--- config.mk ---
export PLATFORM = sky130hd
export DESIGN_NAME = tcr_merge
export DESIGN_NICKNAME = d
export VERILOG_FILES = /design/src/design/tcr_pkg.sv /design/src/design/tcr_merge.sv
export SDC_FILE = /design/constraint.sdc
export NUM_CORES = 1
export LEC_CHECK = 0
export BUFFER_PORTS_ARGS = -buffer_cell sky130_fd_sc_hd__buf_2
export CAP_MARGIN = 0
export CORE_UTILIZATION = 33
export CTS_CLUSTER_SIZE = 20
export DETAILED_ROUTE_END_ITERATION = 6
export GPL_ROUTABILITY_DRIVEN = 0
export GPL_TIMING_DRIVEN = 0
export PLACE_DENSITY = 0.79
export SYNTH_ARGS = -nofsm -noshare
export SYNTH_HDL_FRONTEND = slang
export SYNTH_SLANG_ARGS = --single-unit
--- constraint.sdc ---
create_clock -name clk -period 1.55 [get_ports clk]
set_input_delay 0.31 -clock clk [delete_from_list [all_inputs] [get_ports clk]]
set_output_delay 0.31 -clock clk [all_outputs]
set_load 0.005 [all_outputs]
--- src/design/tcr_pkg.sv ---
package tcr_pkg;

  localparam int LIN_FRAC_BITS = 12;
  localparam int LIN_W         = LIN_FRAC_BITS + 1;
  localparam int BYTE_W        = 8;
  localparam int AFF_W         = 16;
  localparam int AFF_FRAC_BITS = 12;
  localparam int MUL_A_W       = (LIN_W > BYTE_W) ? LIN_W : BYTE_W;
  localparam int PROD_W        = MUL_A_W + AFF_W + 1;
  localparam int SUM_W         = PROD_W + 1;
  localparam int SEARCH_STEPS  = BYTE_W;
  localparam int LANE_STAGES   = 4 + SEARCH_STEPS;
  localparam int NUM_CHAN      = 4;
  localparam int ALPHA_CHAN    = 3;
  localparam int CFG_IDX_W     = 3;
  localparam int CFG_DATA_W    = 32;

  localparam logic [CFG_DATA_W-1:0] AFFINE_IDENTITY = 32'h1000_0000;

  localparam logic signed [SUM_W-1:0] ENC_ONE  = SUM_W'(255 * (1 << AFF_FRAC_BITS));
  localparam logic signed [SUM_W-1:0] LIN_ONE  =
    SUM_W'(64'd1 << (LIN_FRAC_BITS + AFF_FRAC_BITS));
  localparam logic signed [SUM_W-1:0] RND_HALF = SUM_W'(1 << (AFF_FRAC_BITS - 1));
  localparam logic [LIN_W-1:0]        LIN_MAX  = LIN_W'(1 << LIN_FRAC_BITS);

  typedef enum logic [CFG_IDX_W-1:0] {
    CFG_CHANNEL_PRESENT,
    CFG_FILL_BYTES,
    CFG_SRGB_MODE,
    CFG_AFFINE_RED,
    CFG_AFFINE_GREEN,
    CFG_AFFINE_BLUE,
    CFG_AFFINE_ALPHA
  } tcr_cfg_idx_t;

  typedef logic [255:0][LIN_W-1:0] lin_tab_t;

  typedef struct packed {
    logic [LANE_STAGES-1:0] load;
    logic                   tail_valid;
  } tcr_pipe_t;

  typedef struct packed {
    logic                  present;
    logic                  srgb;
    logic [BYTE_W-1:0]     fill;
    logic [CFG_DATA_W-1:0] affine;
  } tcr_lane_cfg_t;

  // The functions below only build the constant tables during elaboration.
  function automatic logic [63:0] udiv64(input logic [63:0] num, input logic [63:0] den);
    logic [127:0] rem;
    logic [127:0] dsh;
    logic [63:0]  q;
    rem = {64'd0, num};
    q   = '0;
    for (int i = 63; i >= 0; i--) begin
      dsh = {64'd0, den} << i;
      if (rem >= dsh) begin
        rem  = rem - dsh;
        q[i] = 1'b1;
      end
    end
    return q;
  endfunction

  // Newton iteration for the fifth root in Q30, 48 steps from 1.0. Once the
  // sequence settles on a value or a pair of values, the rest is skipped.
  function automatic logic [63:0] fifth_root_q30(input logic [63:0] x);
    logic [63:0] r;
    logic [63:0] r_prev;
    logic [63:0] r_next;
    logic [63:0] r2;
    logic [63:0] r4;
    logic [63:0] q;
    logic        done;
    r      = 64'd1 << 30;
    r_prev = '0;
    done   = 1'b0;
    for (int it = 0; it < 48; it++) begin
      if (!done) begin
        r2 = (r * r) >> 30;
        r4 = (r2 * r2) >> 30;
        if (r4 == 64'd0) begin
          done = 1'b1;
        end else begin
          q      = udiv64(x << 30, r4);
          r_next = (64'd4 * r + q) / 64'd5;
          if (r_next == r) begin
            done = 1'b1;
          end else if (r_next == r_prev) begin
            if (((47 - it) % 2) == 0) begin
              r = r_next;
            end
            done = 1'b1;
          end else begin
            r_prev = r;
            r      = r_next;
          end
        end
      end
    end
    return r;
  endfunction

  function automatic logic [31:0] lin16_of(input logic [31:0] n);
    logic [63:0] a30;
    logic [63:0] a2;
    logic [63:0] r;
    logic [63:0] l30;
    if (n <= 32'd20) begin
      return 32'((64'(n) * 64'd6553600 + 64'd329460) / 64'd658920);
    end
    a30 = ((64'(1000 * n + 28050) << 30) + 64'd269025) / 64'd538050;
    a2  = (a30 * a30 + (64'd1 << 29)) >> 30;
    r   = fifth_root_q30(a2);
    l30 = (a2 * r + (64'd1 << 29)) >> 30;
    return 32'((l30 + 64'd8192) >> 14);
  endfunction

  function automatic logic [31:0] to_lfb(input logic [31:0] x16);
    int sh;
    sh = 16 - LIN_FRAC_BITS;
    if (sh == 0) begin
      return x16;
    end
    return (x16 + (32'd1 << (sh - 1))) >> sh;
  endfunction

  function automatic lin_tab_t build_dec();
    lin_tab_t t;
    for (int i = 0; i < 256; i++) begin
      t[i] = LIN_W'(to_lfb(lin16_of(32'(2 * i))));
    end
    return t;
  endfunction

  // Entry c holds the threshold that output code c must reach; entry 0 is
  // always met.
  function automatic lin_tab_t build_thr();
    lin_tab_t    t;
    logic [31:0] v;
    t[0] = '0;
    for (int k = 0; k < 255; k++) begin
      v = to_lfb(lin16_of(32'(2 * k + 1)));
      if (v < 32'd1) begin
        v = 32'd1;
      end
      t[k + 1] = LIN_W'(v);
    end
    return t;
  endfunction

  localparam lin_tab_t DEC_TAB = build_dec();
  localparam lin_tab_t THR_TAB = build_thr();

endpackage

--- src/design/tcr_merge.sv ---
module tcr_merge (
  input  logic                                             clk,
  input  logic                                             rst_n,
  input  tcr_pkg::tcr_pipe_t                               pipe,
  input  logic [tcr_pkg::NUM_CHAN-1:0][tcr_pkg::BYTE_W-1:0] lane_res,
  input  logic                                             out_stall,
  output logic                                             take,
  output logic                                             texel_valid,
  output logic [tcr_pkg::NUM_CHAN-1:0][tcr_pkg::BYTE_W-1:0] texel
);

  logic                                              out_valid_r;
  logic [tcr_pkg::NUM_CHAN-1:0][tcr_pkg::BYTE_W-1:0] texel_r;

  // The output register is free when it is empty or its word leaves now.
  assign take = !out_valid_r || !out_stall;

  always_ff @(posedge clk) begin
    if (!rst_n) begin
      out_valid_r <= 1'b0;
    end else if (take) begin
      out_valid_r <= pipe.tail_valid;
    end
  end

  always_ff @(posedge clk) begin
    if (take && pipe.tail_valid) begin
      texel_r <= lane_res;
    end
  end

  assign texel_valid = out_valid_r;
  assign texel       = texel_r;

endmodule

# Yosys cells after proc, flatten, opt, wreduce, memory -nomap -nowiden

Index checks and enable logic that the tools add are counted.

Bits in registers: 33
Input port bits: 48
Output and inout bits: 34
Logic and storage cells: 9

Reductions and logical operators: 4

Operators by type and width:

| cell              | count |
|---|---|
| 1-bit zero test   | 2 |
| 1-bit logical AND | 1 |
| 1-bit logical OR  | 1 |

# Depth between registers and ports, before layout

Depth in word-level cells: 3
Mapped depth: 2
Depth with buffers taken out: 2

# Least setup slack after synthesis

No wires, ideal clock.

Path type: register -> register
Start point: register out_valid_r, in the netlist texel_valid
End point: register texel_r (netlist bit texel[0]), enable pin
Library setup time: 0.392 ns
Arrival: 1.208 ns
Required time: 1.158 ns
Path slack: -0.050 ns
Cell stages (with the launch flop): 3
Buffers on the path: 0
Clock period less this slack: 1.600 ns
Cell sequence: dfxtp_1 > nand2_1 > and2_1

Word-level cells in the longest chain between the ends: 3

Ends and longest elaborated chain:

| element                | RTL line        | source |
|---|---|---|
| start, declared        | tcr_merge.sv:12 | `logic out_valid_r;` |
| start signal, assigned | tcr_merge.sv:22 | `out_valid_r <= pipe.tail_valid;` |
| 1-bit zero test        | tcr_merge.sv:16 | `assign take = !out_valid_r \|\| !out_stall;` |
| 1-bit logical OR       | tcr_merge.sv:16 |  |
| via take               | tcr_merge.sv:7  | `output logic take,` |
| 1-bit logical AND      | tcr_merge.sv:27 | `if (take && pipe.tail_valid) begin` |
| end signal, assigned   | tcr_merge.sv:28 | `texel_r <= lane_res;` |
| end, declared          | tcr_merge.sv:13 | `logic [tcr_pkg::NUM_CHAN-1:0][tcr_pkg::BYTE_W-1:0] texel_r;` |

The timed path passes the listed nets, and every way through them passes these cells.
A chain may end at the register's enable or synchronous reset.

# Worst setup path after layout

Start point: register out_valid_r, in the netlist texel_valid
End point: register texel_r (netlist bit texel[14]), enable pin

Word-level cells in the longest chain between the ends: 3

Ends and longest elaborated chain:

| element           | RTL line |
|---|---|
| 1-bit zero test   | tcr_merge.sv:16 |
| 1-bit logical OR  | tcr_merge.sv:16 |
| 1-bit logical AND | tcr_merge.sv:27 |

Every way passes these cells.

==> flow_summary.toml <==
[timing]
max_slew.worst_pin.slew_ns = 0.700
setup-tns-final_ns = 0
fin_skew_ns = 0.00837
min_period_over_period_pct = 90.5
setup_repair_after_global_routing_missed_its_margin = "no"
achievable-frequency_mhz = 713
setup_viol = 0
worst_hold_slack_ns = 0.155
timing.final.max_slew_violations = 0
period_minus_slack_ns = 1.40
hold_viol = 0
timing.slew.headroom_pct = 53.3

[hold_path]
holdCritStartpoint = "lane_res[0]"
hold_path_class = "input pin to flop"
worstHoldPathCells = 1
end_of_the_worst_hold_path = "texel[0]"

[setup_path]
timing.critical_path.required_ns = 1.50
cp-startpoint = "texel_valid"
timing.setup.critical_path_class = "flop to flop"
path_cells = "nand2_1 > and2_2"
critical_path.slowest_cell = "and2_2"
worst_ep_arrival_time_ns = 1.35
worstSetupEndpointType = "flop"
rr_worst_depth = 2
setup.reg_to_reg.worst_slack_ns = 0.15
critPathLaunchType = "flop"
r2r_start = "texel_valid"
crit_path_max_incr_delay_ns = 0.61
max_fo_critical_path = 32
r2r-end = "texel[14]"

[global_route]
first_global_vias = 637
wire_length_of_the_first_global_routing_pass_mm = 2.62
grt_max_degree = 33
antenna_found_initial = 0
global_route.overflow_total = 0
globalRouteTotalUtil_pct = 12.0

[synth]
ys_top_cells_by_area = "edfxtp_1, dfxtp_1, and2_1"
seq_area_frac_synth_pct = 97.9
syn_nets = 85
postSynth.topFlopCell = "edfxtp_1"
synth_top_cell_area_share_pct = 95.9
syn-cell-area_um2 = 1000
synth_seq_cells = 33
yosys.cell_types.count = 6
yosysMostFrequentCell = "edfxtp_1"
syn_avg_cell_area_um2 = 27.1
count_of_flip_flops_with_a_built_in_enable_after_synthesis = 32
synth-warning-count = 0
netlist.top_cell.by_area = "edfxtp_1"
synthArstFlopShare_pct = 0
syn-instance-count = 37

[drt]
antenna_violating_nets_post_route = 0
via_per_inst = 4.38
post_drt_wl_per_cell_um = 12.7
firstDrtPassIters = 6
routed_wire_length_mm = 1.85
detailroute.via_count = 635
remaining_drc_errors = 8
drt_iter0_drc = 15

[layout]
synthToLayoutAreaGrowth_pct = 43.6
fraction_of_final_layout_cells_with_drive_strength_greater_than_1_pct = 67.5
post-route-util_pct = 51.3
nNetsFinal = 161
filler_cell_count = 248
antennaDiodeCount = 0

[outcome]
violations_in_the_final_reports = "design-rule violations"
status = "finished with violations"

[placement]
io_buffer_count = 69

[power]
pwr_density_cell_nw_per_um2 = 1120
worst_ir_drop_on_vdd_v = 0.000704
power.total_mw = 1.61
total_leakage_power_nw = 0.629

[floorplanning]
dieWidth_um = 57.1
core_region_area_um2 = 2810
chipHeight_um = 57.1
ios = 82
design.die.area_um2 = 3260
floorplan.initialDensity_pct = 35.7
row_count = 19

[cts]
cts_buffers = 5
insertion_delay_ns = 0.32
tritoncts_sink_count = 33
cts_max_level = 2
cts_hold_buffers = 0
clock_tree.buffer_depth = 2
tritoncts_clock_tree = "done"
cts_root_buf = "clkbuf_4"
path_clk_slew_ns = 0.10
cts.repair.resized = 0
cts_setup_buffers = 0

[flow_run]
max-cap-violations = 0
==> sequential cells by signal (all words and copies together) (netlist names) <==
name and flops:
texel 32, texel_valid 1
==> final cells by class <==
| cell class | instances | area (um2) | area share [%] |
|---|---|---|---|
| repair buffers | 69 | 345 | 24.0 |
| clock inverters | 2 | 10.0 | 0.696 |
| well taps | 31 | 38.8 | 2.70 |
| multi-input cells | 4 | 22.5 | 1.57 |
| clock buffers | 6 | 41.3 | 2.87 |
| flip-flops and latches | 33 | 981 | 68.2 |
==> stage by stage <==
step	worst slack, ns	cell area, um2	instances
2_1_floorplan	0.282	1000	37
3_3_place_gp	0.0986	1390	137
3_5_place_dp	0.0570	1390	137
4_1_cts	0.144	1440	145
5_1_grt	0.0823	1440	145
6_report	0.147	1440	145
==> cell usage in the layout (no fill, tap or decap) <==
| master | Yosys | final |
|---|---|---|
| clkbuf_1 | 0 | 1 |
| buf_2 | 0 | 69 |
| and2_2 | 0 | 1 |
| dfxtp_1 | 1 | 1 |
| a21oi_1 | 1 | 1 |
| nand2_1 | 1 | 1 |
| nor2b_1 | 1 | 1 |
| clkbuf_4 | 0 | 5 |
| edfxtp_1 | 32 | 32 |
| clkinv_2 | 0 | 2 |
==> kinds of logic (layout without fill, tap and decap cells) <==
| kind of cell | count (synthesis) | count (layout) | synth area share [%] |
|---|---|---|---|
| DFF | 33 | 33 | 97.9 |
| AOI/OAI and AO/OA | 1 | 1 | 0.499 |
| buffers and inverters | 0 | 77 | 0 |
| and+or+nand+nor | 3 | 3 | 1.62 |
==> how the worst max path moves through the flow <==
stage / to / slack (ns) / cells past startpoint
2_1_floorplan: texel[0] / 0.28 / 2
3_3_place_gp: texel[28] / 0.1 / 3
3_5_place_dp: texel[15] / 0.06 / 3
4_1_cts: texel[29] / 0.14 / 2
5_1_grt: texel[29] / 0.08 / 2
6_report: texel[14] / 0.15 / 2
==> report_power, final <==
group	total (mW)	internal [mW]	switching [mW]	leakage [nW]
registers	1.05	1.04	0.0130	0.318
clock network	0.438	0.173	0.266	0.0320
logic	0.121	0.0643	0.0570	0.279
total	1.61	1.28	0.336	0.629
==> critical path, delay by kind of cell, from the launching register on <==
| family | cells | cell delay (ns) |
|---|---|---|
| and+or+nand+nor | 2 | 0.69 |
| DFF | 1 | 0.34 |
==> per-layer routing <==
layer / part of all wire [%] / up-vias / track usage, %
met5: 0 / - / 0
met4: 1.9 / 0 / 9.41
met3: 15 / 4 / 5.67
met2: 46 / 55 / 19.0
met1: 36 / 276 / 12.2
li1: - / 300 / -
No activity file was read; power rests on OpenSTA's default activity.
