**src/design/tcr_pkg.sv**
```systemverilog
package tcr_pkg;

  localparam int LIN_FRAC_BITS = 12;
  localparam int LIN_W         = LIN_FRAC_BITS + 1;
  localparam int BYTE_W        = 8;
  localparam int AFF_W         = 16;
  localparam int AFF_FRAC_BITS = 12;
  localparam int MUL_A_W       = (LIN_W > BYTE_W) ? LIN_W : BYTE_W;
  localparam int PROD_W        = MUL_A_W + AFF_W + 1;
  localparam int SUM_W         = PROD_W + 1;
  localparam int SEARCH_STEPS  = BYTE_W;
  localparam int LANE_STAGES   = 4 + SEARCH_STEPS;
  localparam int NUM_CHAN      = 4;
  localparam int ALPHA_CHAN    = 3;
  localparam int CFG_IDX_W     = 3;
  localparam int CFG_DATA_W    = 32;

  localparam logic [CFG_DATA_W-1:0] AFFINE_IDENTITY = 32'h1000_0000;

  localparam logic signed [SUM_W-1:0] ENC_ONE  = SUM_W'(255 * (1 << AFF_FRAC_BITS));
  localparam logic signed [SUM_W-1:0] LIN_ONE  =
    SUM_W'(64'd1 << (LIN_FRAC_BITS + AFF_FRAC_BITS));
  localparam logic signed [SUM_W-1:0] RND_HALF = SUM_W'(1 << (AFF_FRAC_BITS - 1));
  localparam logic [LIN_W-1:0]        LIN_MAX  = LIN_W'(1 << LIN_FRAC_BITS);

  typedef enum logic [CFG_IDX_W-1:0] {
    CFG_CHANNEL_PRESENT,
    CFG_FILL_BYTES,
    CFG_SRGB_MODE,
    CFG_AFFINE_RED,
    CFG_AFFINE_GREEN,
    CFG_AFFINE_BLUE,
    CFG_AFFINE_ALPHA
  } tcr_cfg_idx_t;

  typedef logic [255:0][LIN_W-1:0] lin_tab_t;

  typedef struct packed {
    logic [LANE_STAGES-1:0] load;
    logic                   tail_valid;
  } tcr_pipe_t;

  typedef struct packed {
    logic                  present;
    logic                  srgb;
    logic [BYTE_W-1:0]     fill;
    logic [CFG_DATA_W-1:0] affine;
  } tcr_lane_cfg_t;

  // The functions below only build the constant tables during elaboration.
  function automatic logic [63:0] udiv64(input logic [63:0] num, input logic [63:0] den);
    logic [127:0] rem;
    logic [127:0] dsh;
    logic [63:0]  q;
    rem = {64'd0, num};
    q   = '0;
    for (int i = 63; i >= 0; i--) begin
      dsh = {64'd0, den} << i;
      if (rem >= dsh) begin
        rem  = rem - dsh;
        q[i] = 1'b1;
      end
    end
    return q;
  endfunction

  // Newton iteration for the fifth root in Q30, 48 steps from 1.0. Once the
  // sequence settles on a value or a pair of values, the rest is skipped.
  function automatic logic [63:0] fifth_root_q30(input logic [63:0] x);
    logic [63:0] r;
    logic [63:0] r_prev;
    logic [63:0] r_next;
    logic [63:0] r2;
    logic [63:0] r4;
    logic [63:0] q;
    logic        done;
    r      = 64'd1 << 30;
    r_prev = '0;
    done   = 1'b0;
    for (int it = 0; it < 48; it++) begin
      if (!done) begin
        r2 = (r * r) >> 30;
        r4 = (r2 * r2) >> 30;
        if (r4 == 64'd0) begin
          done = 1'b1;
        end else begin
          q      = udiv64(x << 30, r4);
          r_next = (64'd4 * r + q) / 64'd5;
          if (r_next == r) begin
            done = 1'b1;
          end else if (r_next == r_prev) begin
            if (((47 - it) % 2) == 0) begin
              r = r_next;
            end
            done = 1'b1;
          end else begin
            r_prev = r;
            r      = r_next;
          end
        end
      end
    end
    return r;
  endfunction

  function automatic logic [31:0] lin16_of(input logic [31:0] n);
    logic [63:0] a30;
    logic [63:0] a2;
    logic [63:0] r;
    logic [63:0] l30;
    if (n <= 32'd20) begin
      return 32'((64'(n) * 64'd6553600 + 64'd329460) / 64'd658920);
    end
    a30 = ((64'(1000 * n + 28050) << 30) + 64'd269025) / 64'd538050;
    a2  = (a30 * a30 + (64'd1 << 29)) >> 30;
    r   = fifth_root_q30(a2);
    l30 = (a2 * r + (64'd1 << 29)) >> 30;
    return 32'((l30 + 64'd8192) >> 14);
  endfunction

  function automatic logic [31:0] to_lfb(input logic [31:0] x16);
    int sh;
    sh = 16 - LIN_FRAC_BITS;
    if (sh == 0) begin
      return x16;
    end
    return (x16 + (32'd1 << (sh - 1))) >> sh;
  endfunction

  function automatic lin_tab_t build_dec();
    lin_tab_t t;
    for (int i = 0; i < 256; i++) begin
      t[i] = LIN_W'(to_lfb(lin16_of(32'(2 * i))));
    end
    return t;
  endfunction

  // Entry c holds the threshold that output code c must reach; entry 0 is
  // always met.
  function automatic lin_tab_t build_thr();
    lin_tab_t    t;
    logic [31:0] v;
    t[0] = '0;
    for (int k = 0; k < 255; k++) begin
      v = to_lfb(lin16_of(32'(2 * k + 1)));
      if (v < 32'd1) begin
        v = 32'd1;
      end
      t[k + 1] = LIN_W'(v);
    end
    return t;
  endfunction

  localparam lin_tab_t DEC_TAB = build_dec();
  localparam lin_tab_t THR_TAB = build_thr();

endpackage

```
**src/design/tcr_pipe_ctrl.sv**
```systemverilog
module tcr_pipe_ctrl (
  input  logic               clk,
  input  logic               rst_n,
  input  logic               in_valid,
  input  logic               take,
  output logic               in_stall,
  output tcr_pkg::tcr_pipe_t pipe
);

  localparam int L = tcr_pkg::LANE_STAGES;

  logic [L-1:0] valid_r;
  logic [L-1:0] ready;
  logic [L-1:0] prev_valid;

  // A stage may load when there is a bubble at or after it, or when the
  // output register takes a word this cycle.
  always_comb begin
    prev_valid[0] = in_valid;
    for (int i = 1; i < L; i++) begin
      prev_valid[i] = valid_r[i-1];
    end
    for (int i = 0; i < L; i++) begin
      ready[i] = take;
      for (int k = i; k < L; k++) begin
        if (!valid_r[k]) begin
          ready[i] = 1'b1;
        end
      end
    end
  end

  assign pipe.load       = ready & prev_valid;
  assign pipe.tail_valid = valid_r[L-1];
  assign in_stall        = !ready[0];

  always_ff @(posedge clk) begin
    if (!rst_n) begin
      valid_r <= '0;
    end else begin
      for (int i = 0; i < L; i++) begin
        if (ready[i]) begin
          valid_r[i] <= prev_valid[i];
        end
      end
    end
  end

endmodule

```
**config.mk**
```make
export PLATFORM = sky130hd
export DESIGN_NAME = tcr_pipe_ctrl
export DESIGN_NICKNAME = d
export VERILOG_FILES = /design/src/design/tcr_pkg.sv /design/src/design/tcr_pipe_ctrl.sv
export SDC_FILE = /design/constraint.sdc
export NUM_CORES = 1
export LEC_CHECK = 0
export BUFFER_PORTS_ARGS = -buffer_cell sky130_fd_sc_hd__buf_2
export CORE_MARGIN = 10
export CORE_UTILIZATION = 35
export DETAILED_ROUTE_END_ITERATION = 7
export PLACE_DENSITY_LB_ADDON = 0.05
export SYNTH_ARGS = -nofsm -noshare
export SYNTH_HDL_FRONTEND = slang
export SYNTH_SLANG_ARGS = --single-unit
```
**constraint.sdc**
```tcl
create_clock -name clk -period 1.7 [get_ports clk]
set_clock_uncertainty 0.15 [all_clocks]
set_input_delay 0.255 -clock clk [delete_from_list [all_inputs] [get_ports clk]]
set_output_delay 0.255 -clock clk [all_outputs]
set_load 0.03 [all_outputs]
```
* Word level (Yosys, flattened, before mapping) *
Cells that the tools add are included.

storage, ports and cells
  memories = 0
  word-level logic and storage cells = 92
  RAM bits = 0
  bits in registers = 12
  bits in latches = 0
  output and inout bits = 14
  bits in read-only memories = 0

operators by class
  shifts and indexed selects = 0
  div/mod/pow operators = 0
  bitwise gates (word level) = 1
  equal/unequal tests = 0
  mux-type cells = 78
  multiply operators = 0
  reductions and logical operators = 1
  magnitude comparators = 0
  $add $sub $neg = 0

operators with widths
  kind              number
  $mux W1           78
  $and A12 B12 Y12  1
  $logic_not A1 Y1  1

* Depth between registers and ports, before layout *
  depth after elaboration = 13
  gate-level depth with buffers = 3
  gate-level depth less buffers = 3

* Least setup slack after synthesis *
OpenSTA, ideal clock, no wires.

  path kind = register to output
  start = register valid_r[10]
  end = output pipe[1] (netlist bit)
  arrival = 1.429 ns
  buffers on the path = 0
  slack = -0.134 ns
  cell stages (with the launch flop) = 4
  cell sequence = dfxtp_1 > nand4b_4 > nor4_4 > nor2b_1

RTL lines
  what                               line                 source
  from (decl)                        tcr_pipe_ctrl.sv:12  logic [L-1:0] valid_r;
  from (signal, indexed assignment)  tcr_pipe_ctrl.sv:43  valid_r[i] <= prev_valid[i];
  to (decl)                          tcr_pipe_ctrl.sv:7   output tcr_pkg::tcr_pipe_t pipe

* Worst setup path in the final report *
  start = register valid_r[11]
  end = output in_stall

between the ends
  longest elaborated chain between the ends = 2

RTL lines
  what              line                 source
  $mux W1           tcr_pipe_ctrl.sv:26  if (!valid_r[k]) begin
  $logic_not A1 Y1  tcr_pipe_ctrl.sv:35  assign in_stall = !ready[0];
  to (decl)         tcr_pipe_ctrl.sv:6   output logic in_stall,

No other way between the ends.

==> out/results.txt <==
The run finished, with violations left. The checks that failed: setup timing. Largest register by flop count: valid_r.

For this configuration, the core starts out at a cell density of 37.36%. The register with the most flip-flops in the layout has 12 of them. The area of the die was 3640 µm²; the number of buffers inserted by port buffering was 17. In the routed layout, each cell is associated on average with a via count of 5.010. The critical path goes through nand4b_4 > buf_4 > nor4_4 > buf_4. The worst hold path startpoint was in_valid.

The highest-delay cell along the critical path was dfxtp_4. The class of the most critical hold timing path was in -> reg. The antenna cell count is 0.

For this run, the number of Yosys warnings is 0. Entering global routing, the biggest net connects 14 pins. The number of max-cap violations came out at 0.

Routability-driven placement finished with a final weighted congestion of 0.7024. Setup slack on the worst reg-to-reg path comes out at 290 ps. The routed wire length per instance works out to 12.61 µm. The worst setup path is of the reg -> out kind.

For the number of nets still failing antenna checks after routing, the log shows 0. The cell sitting at the root of the clock tree is a clkbuf_4. A synthesized cell averages 9.988 µm².

The area inside the core boundary was 1524 µm²; the clock latency on the worst-skew pair was 270 ps. Data arrival time of the critical path: 1440 ps. In the final layout, the registers with the most flip-flops are valid_r (12). For this block, the initial DRC count from the detailed router was 9. Endpoint kind of the worst setup timing path: an output pin.

The run gives 541.1 MHz as the highest attainable clock frequency. Summing over every cut layer, the via total after detailed routing is 506. Synthesis produced 57 cells. The number of failing setup endpoints in the final timing report was 7. For the worst setup path, the data required time is 1290 ps. Setup repair after global routing could not meet its margin everywhere. 18 I/O pins were placed. For the clock sink total, the log shows 12. The smallest setup slack after layout came out at -147.9 ps. For the leakage power summed over all cells, the log shows 0.4437 nW. For the worst IR drop on VDD, the log shows 0.3527 mV. Max-slew violation count: 0.

The run gives 7.140% as the total routing usage reported by global routing. The number of buffers between clock root and the deepest sink is 2. TritonCTS built the clock tree.

Counting flops and latches in the post-synthesis netlist gives 12. The clock input transition at the sequential cells of the worst setup and hold paths works out to 70 ps. The number of nets in the synthesized netlist is 61, and the width of the die is 60.33 µm. The worst register-to-register path ends at valid_r[0]. Counting both buffers and inverters, the worst setup path holds a total of 2. The final layout contains routed wiring with a total length of 1274 µm.

Once detailed placement completed, the half-perimeter wirelength came to 878.4 µm. For this run, design rule violations remaining after detail routing come to 0. In the final layout, the share of cells above drive strength 1 is 57.65%.

The cell area power density works out to 573.9 nW/µm². The worst setup path is launched from a flop. The logs give 569.3 µm² for the synthesized cell area and -697.5 ps for the final sum of negative setup slack. The initial antenna violation count was 0; the shortest clock period the worst path allows after layout was 1848 ps.

For the net count reported at finish, the log shows 91. The run gives 0 as the overall overflow remaining after global route. The worst hold path terminates at valid_r[0]. The count of unique library cells instantiated by Yosys is 19, and the length in cells of the worst reg-to-reg path is 5.

By instance count, the cell type seen most on the critical path is buf_4. Detailed-routing iteration count for the pre-antenna-repair pass: 4. The family of cells with the greatest summed delay on the critical path is simple AND/OR/NAND/NOR gates.

The vertical extent of the die is 60.33 µm, and the slew of the pin with the lowest slew margin is 301.4 ps. The tightest hold path in the finished design has a slack of 56.40 ps. The tools report the number of hold violations in the final report as 0.

The maximum level of the CTS H-tree is 1. The highest cell delay on the worst timing path came out at 370 ps. The startpoint of the most critical register-to-register path is valid_r[11]. In this run the tightest slew margin relative to its limit is 79.76%. The via count of the first global-routing pass came out at 482.

Relative area change from synthesis to final layout: 50.11%. In the finished design, the share of the clock period the worst path needs comes to 108.7%. In this run the core area contains 14 standard-cell rows.

The run gives 3 as the number of buffers created by CTS. Of the synthesized area, sequential elements account for 42.20%. Hold repair after CTS inserted 0 buffers. The maximum fanout encountered on the critical timing path came out at 4.

The tools report the first-pass GRT wire length as 2056 µm. The worst hold path was traced through 2 stages.
how the worst max path moves through the flow:
stage	slack (ps)	from	cells past startpoint	end
6_report	-150	valid_r[11]	4	in_stall
5_1_grt	-240	valid_r[11]	5	pipe[1]
3_3_place_gp	40	take	5	pipe[2]
3_5_place_dp	30	take	5	pipe[2]
2_1_floorplan	-10	valid_r[8]	3	pipe[1]
4_1_cts	-170	valid_r[10]	4	pipe[2]
power breakdown:
| group | internal [mW] | switching [mW] | leakage (nW) |
|---|---|---|---|
| combinational | 0.0167 | 0.0204 | 0.328 |
| clock | 0.0819 | 0.0861 | 0.0138 |
| sequential | 0.282 | 0.00363 | 0.102 |
| total | 0.380 | 0.110 | 0.444 |
routing by layer:
metal,up-vias,GRT usage [%],share of wire (%)
li1,255,-,-
met1,230,8.095,43
met2,17,11.03,47
met3,4,2.505,8.7
met4,0,4.808,1.6
met5,-,0,0
synthesized netlist by cell type, drive strengths merged:
library cell | count | area share [%]
and3 | 1 | 1.1
buf | 1 | 1.3
nand3 | 3 | 3.5
nor2b | 9 | 9.9
a21oi | 2 | 1.8
a22o | 1 | 1.5
clkbuf | 1 | 0.66
nor2 | 3 | 2.0
dfxtp | 12 | 42
nand2 | 1 | 0.66
nor4 | 2 | 7.5
nand4b | 1 | 4.2
and2 | 2 | 2.2
inv | 2 | 1.3
a21boi | 3 | 4.0
nor3 | 3 | 2.6
and4b | 1 | 1.8
o21a | 9 | 12
stage by stage:
stage	total power [mW]	cell area [µm²]	setup WS [ps]	instances	util, %
after floorplan	0.3170	571.8	-11.64	57	-
after global placement	0.3288	680.7	41.83	90	44.66
after detailed placement	0.3284	680.7	26.05	90	44.66
after CTS	0.4950	782.0	-170.3	98	51.31
after global routing	0.5188	854.6	-238.8	101	56.08
final	0.4904	854.6	-147.9	101	56.08
cells by family (layout without fill, tap and decap cells):
logic type | after synthesis | after routing | share of synthesized area [%]
flops | 12 | 12 | 42.20
compound gates | 15 | 15 | 19.12
buf+inv | 4 | 32 | 3.297
simple gates | 26 | 26 | 35.38
area by class of cell:
| type | count | area [µm²] |
|---|---|---|
| Sequential cell | 12 | 255.2 |
| Multi-Input combinational cell | 41 | 367.9 |
| Timing Repair Buffer | 27 | 181.4 |
| Inverter | 2 | 7.507 |
| Clock buffer | 3 | 22.52 |
| Tap cell | 16 | 20.02 |
| Fill cell | 131 | 669.4 |
cells in the final DEF, fill, tap and decap left out, drive strengths merged:
cell type  Yosys  layout
nor4           2       2
nand2          1       1
and4b          1       1
and2           2       2
nor2           3       3
a22o           1       1
buf            1      27
a21oi          2       2
and3           1       1
dfxtp         12      12
nor2b          9       9
nand3          3       3
o21a           9       9
nand4b         1       1
inv            2       2
clkbuf         1       3
nor3           3       3
a21boi         3       3
timing repair:
action	CTS	global route
setup buffers	5	3
pin swaps	5	5
gates cloned	0	0
endpoints found under the hold margin	0	0
gates resized for setup	14	16
endpoints found under the setup margin	9	9
Note: power is estimated with default switching activity, not from simulation.
