## config.mk

```make
export PLATFORM = sky130hd
export DESIGN_NAME = tcr_lane
export DESIGN_NICKNAME = d
export VERILOG_FILES = /design/src/design/tcr_pkg.sv /design/src/design/tcr_lane.sv
export SDC_FILE = /design/constraint.sdc
export NUM_CORES = 2
export LEC_CHECK = 0
export BUFFER_PORTS_ARGS = -buffer_cell sky130_fd_sc_hd__buf_2
export CORE_ASPECT_RATIO = 1.25
export CORE_UTILIZATION = 40
export DETAILED_ROUTE_END_ITERATION = 8
export GPL_ROUTABILITY_DRIVEN = 0
export PLACE_DENSITY = 0.52
export SYNTH_ARGS = -nofsm -noshare
export SYNTH_HDL_FRONTEND = slang
export SYNTH_SLANG_ARGS = --single-unit
```

## constraint.sdc

```tcl
create_clock -name clk -period 19.1 [get_ports clk]
set_input_delay 3.82 -clock clk [delete_from_list [all_inputs] [get_ports clk]]
set_output_delay 3.82 -clock clk [all_outputs]
set_load 0.1 [all_outputs]
```

## src/design/tcr_pkg.sv

```systemverilog
package tcr_pkg;

  localparam int LIN_FRAC_BITS = 12;
  localparam int LIN_W         = LIN_FRAC_BITS + 1;
  localparam int BYTE_W        = 8;
  localparam int AFF_W         = 16;
  localparam int AFF_FRAC_BITS = 12;
  localparam int MUL_A_W       = (LIN_W > BYTE_W) ? LIN_W : BYTE_W;
  localparam int PROD_W        = MUL_A_W + AFF_W + 1;
  localparam int SUM_W         = PROD_W + 1;
  localparam int SEARCH_STEPS  = BYTE_W;
  localparam int LANE_STAGES   = 4 + SEARCH_STEPS;
  localparam int NUM_CHAN      = 4;
  localparam int ALPHA_CHAN    = 3;
  localparam int CFG_IDX_W     = 3;
  localparam int CFG_DATA_W    = 32;

  localparam logic [CFG_DATA_W-1:0] AFFINE_IDENTITY = 32'h1000_0000;

  localparam logic signed [SUM_W-1:0] ENC_ONE  = SUM_W'(255 * (1 << AFF_FRAC_BITS));
  localparam logic signed [SUM_W-1:0] LIN_ONE  =
    SUM_W'(64'd1 << (LIN_FRAC_BITS + AFF_FRAC_BITS));
  localparam logic signed [SUM_W-1:0] RND_HALF = SUM_W'(1 << (AFF_FRAC_BITS - 1));
  localparam logic [LIN_W-1:0]        LIN_MAX  = LIN_W'(1 << LIN_FRAC_BITS);

  typedef enum logic [CFG_IDX_W-1:0] {
    CFG_CHANNEL_PRESENT,
    CFG_FILL_BYTES,
    CFG_SRGB_MODE,
    CFG_AFFINE_RED,
    CFG_AFFINE_GREEN,
    CFG_AFFINE_BLUE,
    CFG_AFFINE_ALPHA
  } tcr_cfg_idx_t;

  typedef logic [255:0][LIN_W-1:0] lin_tab_t;

  typedef struct packed {
    logic [LANE_STAGES-1:0] load;
    logic                   tail_valid;
  } tcr_pipe_t;

  typedef struct packed {
    logic                  present;
    logic                  srgb;
    logic [BYTE_W-1:0]     fill;
    logic [CFG_DATA_W-1:0] affine;
  } tcr_lane_cfg_t;

  // The functions below only build the constant tables during elaboration.
  function automatic logic [63:0] udiv64(input logic [63:0] num, input logic [63:0] den);
    logic [127:0] rem;
    logic [127:0] dsh;
    logic [63:0]  q;
    rem = {64'd0, num};
    q   = '0;
    for (int i = 63; i >= 0; i--) begin
      dsh = {64'd0, den} << i;
      if (rem >= dsh) begin
        rem  = rem - dsh;
        q[i] = 1'b1;
      end
    end
    return q;
  endfunction

  // Newton iteration for the fifth root in Q30, 48 steps from 1.0. Once the
  // sequence settles on a value or a pair of values, the rest is skipped.
  function automatic logic [63:0] fifth_root_q30(input logic [63:0] x);
    logic [63:0] r;
    logic [63:0] r_prev;
    logic [63:0] r_next;
    logic [63:0] r2;
    logic [63:0] r4;
    logic [63:0] q;
    logic        done;
    r      = 64'd1 << 30;
    r_prev = '0;
    done   = 1'b0;
    for (int it = 0; it < 48; it++) begin
      if (!done) begin
        r2 = (r * r) >> 30;
        r4 = (r2 * r2) >> 30;
        if (r4 == 64'd0) begin
          done = 1'b1;
        end else begin
          q      = udiv64(x << 30, r4);
          r_next = (64'd4 * r + q) / 64'd5;
          if (r_next == r) begin
            done = 1'b1;
          end else if (r_next == r_prev) begin
            if (((47 - it) % 2) == 0) begin
              r = r_next;
            end
            done = 1'b1;
          end else begin
            r_prev = r;
            r      = r_next;
          end
        end
      end
    end
    return r;
  endfunction

  function automatic logic [31:0] lin16_of(input logic [31:0] n);
    logic [63:0] a30;
    logic [63:0] a2;
    logic [63:0] r;
    logic [63:0] l30;
    if (n <= 32'd20) begin
      return 32'((64'(n) * 64'd6553600 + 64'd329460) / 64'd658920);
    end
    a30 = ((64'(1000 * n + 28050) << 30) + 64'd269025) / 64'd538050;
    a2  = (a30 * a30 + (64'd1 << 29)) >> 30;
    r   = fifth_root_q30(a2);
    l30 = (a2 * r + (64'd1 << 29)) >> 30;
    return 32'((l30 + 64'd8192) >> 14);
  endfunction

  function automatic logic [31:0] to_lfb(input logic [31:0] x16);
    int sh;
    sh = 16 - LIN_FRAC_BITS;
    if (sh == 0) begin
      return x16;
    end
    return (x16 + (32'd1 << (sh - 1))) >> sh;
  endfunction

  function automatic lin_tab_t build_dec();
    lin_tab_t t;
    for (int i = 0; i < 256; i++) begin
      t[i] = LIN_W'(to_lfb(lin16_of(32'(2 * i))));
    end
    return t;
  endfunction

  // Entry c holds the threshold that output code c must reach; entry 0 is
  // always met.
  function automatic lin_tab_t build_thr();
    lin_tab_t    t;
    logic [31:0] v;
    t[0] = '0;
    for (int k = 0; k < 255; k++) begin
      v = to_lfb(lin16_of(32'(2 * k + 1)));
      if (v < 32'd1) begin
        v = 32'd1;
      end
      t[k + 1] = LIN_W'(v);
    end
    return t;
  endfunction

  localparam lin_tab_t DEC_TAB = build_dec();
  localparam lin_tab_t THR_TAB = build_thr();

endpackage

```

## src/design/tcr_lane.sv

```systemverilog
module tcr_lane (
  input  logic                             clk,
  input  tcr_pkg::tcr_pipe_t               pipe,
  input  tcr_pkg::tcr_lane_cfg_t           cfg,
  input  logic [tcr_pkg::BYTE_W-1:0]       src_byte,
  output logic [tcr_pkg::BYTE_W-1:0]       res_byte
);

  localparam int BW = tcr_pkg::BYTE_W;
  localparam int LW = tcr_pkg::LIN_W;
  localparam int AW = tcr_pkg::AFF_W;
  localparam int MW = tcr_pkg::MUL_A_W;
  localparam int PW = tcr_pkg::PROD_W;
  localparam int SW = tcr_pkg::SUM_W;
  localparam int NS = tcr_pkg::SEARCH_STEPS;

  typedef enum logic [1:0] {
    MODE_FILL,
    MODE_PASS,
    MODE_ENC,
    MODE_SRGB
  } mode_t;

  logic signed [AW-1:0] scale;
  logic signed [AW-1:0] bias;

  assign scale = cfg.affine[2*AW-1:AW];
  assign bias  = cfg.affine[AW-1:0];

  // Stage 0: pick the path and look up the linear value.
  mode_t             mode_nxt;
  mode_t             mode0_r;
  logic [BW-1:0]     byte0_r;
  logic [LW-1:0]     dec0_r;

  always_comb begin
    if (!cfg.present) begin
      mode_nxt = MODE_FILL;
    end else if (cfg.affine == tcr_pkg::AFFINE_IDENTITY) begin
      mode_nxt = MODE_PASS;
    end else if (cfg.srgb) begin
      mode_nxt = MODE_SRGB;
    end else begin
      mode_nxt = MODE_ENC;
    end
  end

  always_ff @(posedge clk) begin
    if (pipe.load[0]) begin
      byte0_r <= src_byte;
      dec0_r  <= tcr_pkg::DEC_TAB[src_byte];
      mode0_r <= mode_nxt;
    end
  end

  // Stage 1: one signed multiply by the scale.
  logic [MW-1:0]        mul_a;
  logic signed [MW:0]   mul_op;
  logic signed [PW-1:0] prod_nxt;
  logic signed [PW-1:0] prod1_r;
  mode_t                mode1_r;
  logic [BW-1:0]        byte1_r;

  always_comb begin
    mul_a    = (mode0_r == MODE_SRGB) ? MW'(dec0_r) : MW'(byte0_r);
    mul_op   = {1'b0, mul_a};
    prod_nxt = PW'(mul_op) * PW'(scale);
  end

  always_ff @(posedge clk) begin
    if (pipe.load[1]) begin
      prod1_r <= prod_nxt;
      mode1_r <= mode0_r;
      byte1_r <= byte0_r;
    end
  end

  // Stage 2: add the bias in the units of the product. On the byte path the
  // byte stands for byte/255, so the bias is scaled by 255.
  logic signed [SW-1:0] bias_ext;
  logic signed [SW-1:0] bterm;
  logic signed [SW-1:0] sum2_r;
  mode_t                mode2_r;
  logic [BW-1:0]        byte2_r;

  always_comb begin
    bias_ext = SW'(bias);
    if (mode1_r == MODE_SRGB) begin
      bterm = bias_ext <<< tcr_pkg::LIN_FRAC_BITS;
    end else begin
      bterm = (bias_ext <<< BW) - bias_ext;
    end
  end

  always_ff @(posedge clk) begin
    if (pipe.load[2]) begin
      sum2_r  <= SW'(prod1_r) + bterm;
      mode2_r <= mode1_r;
      byte2_r <= byte1_r;
    end
  end

  // Stage 3: clamp and round half up.
  logic signed [SW-1:0] rnd;
  logic signed [SW-1:0] rnd_q;
  logic                 le_zero;
  logic [BW-1:0]        enc_byte;
  logic [LW-1:0]        m_nxt;
  logic [BW-1:0]        res3;

  always_comb begin
    rnd     = sum2_r + tcr_pkg::RND_HALF;
    rnd_q   = rnd >>> tcr_pkg::AFF_FRAC_BITS;
    le_zero = sum2_r[SW-1] || (sum2_r == '0);
    if (le_zero) begin
      enc_byte = '0;
    end else if (sum2_r >= tcr_pkg::ENC_ONE) begin
      enc_byte = '1;
    end else begin
      enc_byte = rnd_q[BW-1:0];
    end
    if (le_zero) begin
      m_nxt = '0;
    end else if (sum2_r >= tcr_pkg::LIN_ONE) begin
      m_nxt = tcr_pkg::LIN_MAX;
    end else begin
      m_nxt = rnd_q[LW-1:0];
    end
    case (mode2_r)
      MODE_FILL: res3 = cfg.fill;
      MODE_PASS: res3 = byte2_r;
      MODE_ENC:  res3 = enc_byte;
      MODE_SRGB: res3 = '0;
      default:   res3 = '0;
    endcase
  end

  // Stages 4 and up: the output code is the number of encode thresholds at
  // or below the linear value. The thresholds rise with the code, so one
  // bit of the code is settled per stage, most significant first.
  logic [NS:0][BW-1:0]   res_r;
  logic [NS-1:0][LW-1:0] m_r;
  logic [NS-1:0]         srgb_r;
  logic [NS-1:0][BW-1:0] cand;
  logic [NS-1:0]         hit;

  always_comb begin
    for (int j = 0; j < NS; j++) begin
      cand[j] = res_r[j] | (BW'(1) << (NS - 1 - j));
      hit[j]  = srgb_r[j] && (tcr_pkg::THR_TAB[cand[j]] <= m_r[j]);
    end
  end

  always_ff @(posedge clk) begin
    if (pipe.load[3]) begin
      res_r[0]  <= res3;
      m_r[0]    <= m_nxt;
      srgb_r[0] <= (mode2_r == MODE_SRGB);
    end
    for (int j = 0; j < NS; j++) begin
      if (pipe.load[4+j]) begin
        res_r[j+1] <= hit[j] ? cand[j] : res_r[j];
      end
    end
    for (int j = 0; j < NS - 1; j++) begin
      if (pipe.load[4+j]) begin
        m_r[j+1]    <= m_r[j];
        srgb_r[j+1] <= srgb_r[j];
      end
    end
  end

  assign res_byte = res_r[NS];

endmodule

```

# After elaboration in Yosys (flattened, before gate mapping)
# Memories as Yosys holds them, arrays and structs flattened. A register that Yosys moved wholly into a read port is not among the register bits.
# Index checks and enable logic that the tools add are counted.
[totals]
out_inout_bits = 8
ff_bits = 275
memories = 9
input_bits = 64
romBits = 16640
[mem_list]
columns = ["name", "words", "width", "read_ports", "rd_clocked_by_memory_dff", "wr", "line_no", "source"]
rows = [
  ["(no name shown)", 256, 13, 1, 1, 0, "tcr_lane.sv:51", "dec0_r <= tcr_pkg::DEC_TAB[src_byte];"],
  ["(no name shown)", 128, 13, 1, 0, 0, "tcr_lane.sv:150", "hit[j] = srgb_r[j] && (tcr_pkg::THR_TAB[cand[j]] <= m_r[j]);"],
  ["(no name shown)", 128, 13, 1, 0, 0, "tcr_lane.sv:150", ""],
  ["(no name shown)", 128, 13, 1, 0, 0, "tcr_lane.sv:150", ""],
  ["(no name shown)", 128, 13, 1, 0, 0, "tcr_lane.sv:150", ""],
  ["(no name shown)", 128, 13, 1, 0, 0, "tcr_lane.sv:150", ""],
  ["3 more memories", "--", "--", "--", "--", "--", "--", ""],
]
[classes]
order_cmp = 18
n_reduce_logical = 13
bitwise_logic = 1
eq_ne = 6
mul = 1
add_sub_neg = 3
n_mux = 17
[op_table]
columns = ["op", "n"]
rows = [
  ["13-bit two-way mux", 10],
  ["13-bit <= comparator", 8],
  ["8-bit by 9-bit less-than comparator with 1-bit output, second input constant", 8],
  ["32-bit by 29-bit equality test with 1-bit output, second input constant", 1],
  ["8-bit case mux with 4 select lines", 1],
  ["30-bit by 31-bit adder with 31-bit output", 1],
  ["31-bit by 21-bit >= comparator with 1-bit output, second input constant", 1],
  ["31-bit by 26-bit >= comparator with 1-bit output, second input constant", 1],
  ["31-bit zero test", 1],
  ["31-bit two-way mux", 1],
  ["14-bit by 16-bit multiplier with 30-bit output", 1],
  ["25-bit by 13-bit adder with 25-bit output, second input constant", 1],
  ["24-bit by 16-bit subtractor with 25-bit output", 1],
  ["8-bit two-way mux", 2],
  ["2-bit equality test, second input constant", 4],
  ["1-bit logical AND", 8],
  ["7-bit two-way mux", 1],
  ["2-bit OR reduction", 2],
  ["2-bit by 1-bit equality test with 1-bit output, second input constant", 1],
  ["2-bit zero test", 1],
  ["1-bit two-way mux", 2],
  ["1-bit logical OR", 1],
  ["1-bit inverter", 1],
]

# Longest topological paths before layout
[logic_depth]
depth_word = 5
ltp_mapped = 27
mapped_depth_nobuf = 26

# Worst setup path after synthesis
# Ideal clock, no wire load.
[synth_path]
kind = "input port to flip-flop"
startpoint = "in cfg[23] (netlist bit)"
endpoint = "reg prod1_r[29] (data pin)"
required_time_ps = 18840
cell_stages = 24
arrival_ps = 9356
n_path_buf = 0
setup_slack_ps = 9484
setup_time_ps = 260
path_cell_list = "nor2b_1 > fa_1 > inv_1 > fa_1 > inv_1 > fa_1 > inv_1 > fa_1 > inv_1 > fa_1 > inv_1 > fa_1 > inv_1 > ha_1 > a21o_1 > a21o_1 > a21o_1 > a21o_1 > a41o_1 > a221oi_2 > o21ai_1 > a311oi_1 > o21ai_1 > xnor2_1"
[synth_between]
elab_chain_cells = 1
[synth_rtl]
columns = ["item", "line_no", "source"]
rows = [
  ["start: declaration", "tcr_lane.sv:4", "input tcr_pkg::tcr_lane_cfg_t cfg,"],
  ["14-bit by 16-bit multiplier with 30-bit output", "tcr_lane.sv:67", "prod_nxt = PW'(mul_op) * PW'(scale);"],
  ["named net prod_nxt[29]", "tcr_lane.sv:59", "logic signed [PW-1:0] prod_nxt;"],
  ["end signal: assignment", "tcr_lane.sv:72", "prod1_r <= prod_nxt;"],
  ["end: declaration", "tcr_lane.sv:60", "logic signed [PW-1:0] prod1_r;"],
]
# The timed path passes the listed nets, and every way through them passes these cells.
# A chain may end at the register's enable or synchronous reset.

# Worst setup path after layout
# Ends and elaborated chain as after synthesis.

==> impl_metrics.csv <==
group,metric,value,unit
global_route,first_global_vias,34205,
drt,drt-initial-drc-count,2988,
die,die_w,281,µm
final_layout,area_growth_syn_to_layout,5.86,%
global_route,grt_usage,23.7,%
die,start_util,40.5,%
clock_tree,cts_hold_buffers,0,
run,maxCapViolCount,0,
placed_design,place_area,40000,µm²
timing,report.final.slew_viol_count,0,
die,io_pins,72,
yosys,synth_area,39000,µm²
clock_tree,cts_buffer_depth,3,
clock_tree,cts_tree,"built",
yosys,postSynthCellCount,4863,
timing,hold_viol_final,0,
die,std_cell_rows,127,
drt,vias_per_cell,5.88,
placed_design,port_buffers,70,
timing,period_share,51.3,%
yosys,synthMostInstantiatedCell,"nand2_1",
yosys,synth_top_flop_cell,"edfxtp_1",
setup_path,crit_fanout,14,
clock_tree,htreeDepth,2,
placed_design,dpl.cell_count,5914,
final_layout,final_core_util,42.8,%
drt,drc_errors,0,
clock_tree,clk_transition_reported_paths,0.06,ns
clock_tree,cts_setup_buffers,0,
setup_path,r2r.worst_path.cells,27,
drt,postRouteWirelength,118,mm
setup_path,crit_required,19.41,ns
timing,post-route-min-period,9.80,ns
die,die_h,351,µm
final_layout,final_nets,5274,
die,die_area,98700,µm²
yosys,yosys_warnings,0,
final_layout,final_area,41300,µm²
yosys,syn-num-nets,5473,
setup_path,start_kind,"input pin",
die,core_area,96300,µm²
timing,hold_slack,0.413,ns
yosys,synth_top_cell_by_area,"edfxtp_1",
yosys,ys_top_cells_by_count,"552 x nand2_1, 423 x inv_1, 399 x a21oi_1",
timing,fin_skew,0.0259,ns
yosys,netlist_top_cells_area,"edfxtp_1 22%, ha_1 11%, fa_1 10%",
global_route,grt_max_degree,83,
clock_tree,cts_made_buffers,38,
clock_tree,post_cts_resized,0,
worst_hold_path,hold-path-endpoint,"byte2_r[0]",
yosys,syn_avg_cell_area,8.01,µm²
timing,rsz0062_at_grt,"false",
setup_path,path_class,"in2reg",
drt,wl_per_cell,19.7,µm
power,max-vdd-ir-drop,0.127,mV
timing,worstMarginPinSlew,1.07,ns
yosys,synth-async-reset-ratio,0,%
global_route,grt_overflow_total,0,
yosys,ys_types,97,
drt,drtAntennaViolNets,0,
setup_path,endpoint_kind,"flip-flop",
timing,setup_viol,0,
placed_design,dp_hpwl,85.8,mm
worst_hold_path,whs_path_depth,0,
yosys,synth_seq_area_share,22.8,%
global_route,antenna_found_initial,10,
power,powerDensity,128,nW/µm²
setup_path,worst-r2r-setup-slack,11.49,ns
clock_tree,cts_sinks,300,
worst_hold_path,worstHoldStart,"byte1_r[0]",
yosys,netlist.area_leader.share,22.2,%
drt,firstDrtPassIters,8,
final_layout,final_cell_count_no_fill,5985,
global_route,grt_pass1_wl,189,mm
setup_path,worstPathArrival,10.11,ns
outcome,outcome,"finished, final reports clean",
clock_tree,cts_root_buffer,"clkbuf_16",
setup_path,timing.rr.end,"prod1_r[29]",
yosys,ys_ff_latch,300,
clock_tree,insertion_delay,0.58,ns
yosys,synth_edf_count,288,
final_layout,drive_gt1_share,5.69,%
drt,dr_total_vias,35215,
timing,fmax,102,MHz
power,p_leak,0.0171,µW
timing,slew-limit-headroom,27.7,%
setup_path,r2r-start,"mode0_r[0]",
timing,fin_setup_tns,0,ns
worst_hold_path,hp-class,"reg2reg",
-- flip-flops by register name (all words and copies together), names as in the netlist, named ones only --
register	flops
m_r	104
byte1_r	8
srgb_r	8
cand	56
sum2_r	31
dec0_r	13
prod1_r	30
res_r	8
res_byte	8
mode0_r	2
byte0_r	8
mode2_r	2
mode1_r	2
byte2_r	8
-- power breakdown --
| part | leakage, µW | switching, µW | internal, µW | total (µW) |
|---|---|---|---|---|
| clock | 0.000627 | 291 | 450 | 742 |
| combinational | 0.0135 | 2000 | 1440 | 3430 |
| sequential | 0.00293 | 85.0 | 1010 | 1100 |
-- cells by family (layout without fill, tap and decap cells) --
| kind of cell | after synthesis | in the layout | synth area share [%] |
|---|---|---|---|
| compound gates | 1527 | 1527 | 25.1 |
| xor+xnor | 100 | 100 | 2.25 |
| fa+ha+maj | 546 | 546 | 21.4 |
| buf+inv | 806 | 636 | 7.94 |
| flops | 300 | 300 | 22.8 |
| mux | 74 | 74 | 2.67 |
| other cells | 0 | 2 | 0 |
| simple gates | 1510 | 1510 | 17.8 |
-- cells in the final DEF, fill, tap and decap left out, types with 62 or more instances in the layout --
master    synthesis  final
nand2b_1         68     68
o211ai_1         93     93
nand2_1         552    552
nor2b_1         110    110
xnor2_1          71     71
a211oi_1         94     94
and2_1           76     76
a31oi_1          85     85
edfxtp_1        288    288
ha_1            343    343
fa_1            203    203
buf_4            10     62
buf_2            18     70
nand3_1          91     91
o21ai_0         385    384
a21oi_1         399    399
nor2_1          379    379
nor3_1          101    101
inv_1           423    423
-- area by class of cell --
class | instances | area, µm²
multi-input combinational | 3757 | 27000
antenna | 2 | 5.00
timing repair buffer | 132 | 816
fill | 9927 | 55000
tap | 1290 | 1610
clock inverter | 26 | 327
sequential | 300 | 8890
clock buffer | 43 | 970
inverter | 435 | 1630
-- worst max path at each step --
stage / depth (start not counted) / from / end
6_report: 25 / cfg[23] / prod1_r[29]
5_1_grt: 25 / cfg[23] / prod1_r[29]
4_1_cts: 25 / cfg[23] / prod1_r[29]
3_5_place_dp: 25 / cfg[23] / prod1_r[29]
3_3_place_gp: 25 / cfg[23] / prod1_r[29]
2_1_floorplan: 24 / cfg[23] / prod1_r[29]
-- metrics by stage --
step	setup slack, ns	total power [µW]
floorplan	9.48	3770
global placement	8.67	4530
detailed placement	8.71	4550
CTS	9.30	5320
global route	8.99	5820
finish	9.30	5270
-- worst max-delay path, stage by stage --
cell and delay, ns:
buf_2 0.21, nor2b_1 0.19, fa_1 0.54, inv_1 0.05
fa_1 0.48, inv_1 0.05, fa_1 0.49, inv_1 0.05
fa_1 0.52, inv_1 0.05, fa_1 0.47, inv_1 0.05
fa_1 0.47, inv_1 0.04, ha_1 0.22, a21o_1 0.19
a21o_1 0.17, a21o_1 0.18, a21o_1 0.17, a41o_1 0.24
a221oi_2 0.46, o21ai_1 0.23, a311oi_1 0.46, o21ai_1 0.14
xnor2_1 0.14
-- layer usage --
metal	GRT usage [%]	part of all wire (%)	vias up
met5	0	0.091	-
met4	7.35	2.9	16
met3	2.68	4.8	230
met2	43.3	51	1104
met1	28.8	41	16874
li1	-	-	16991
(Power assumes the default switching activity.)
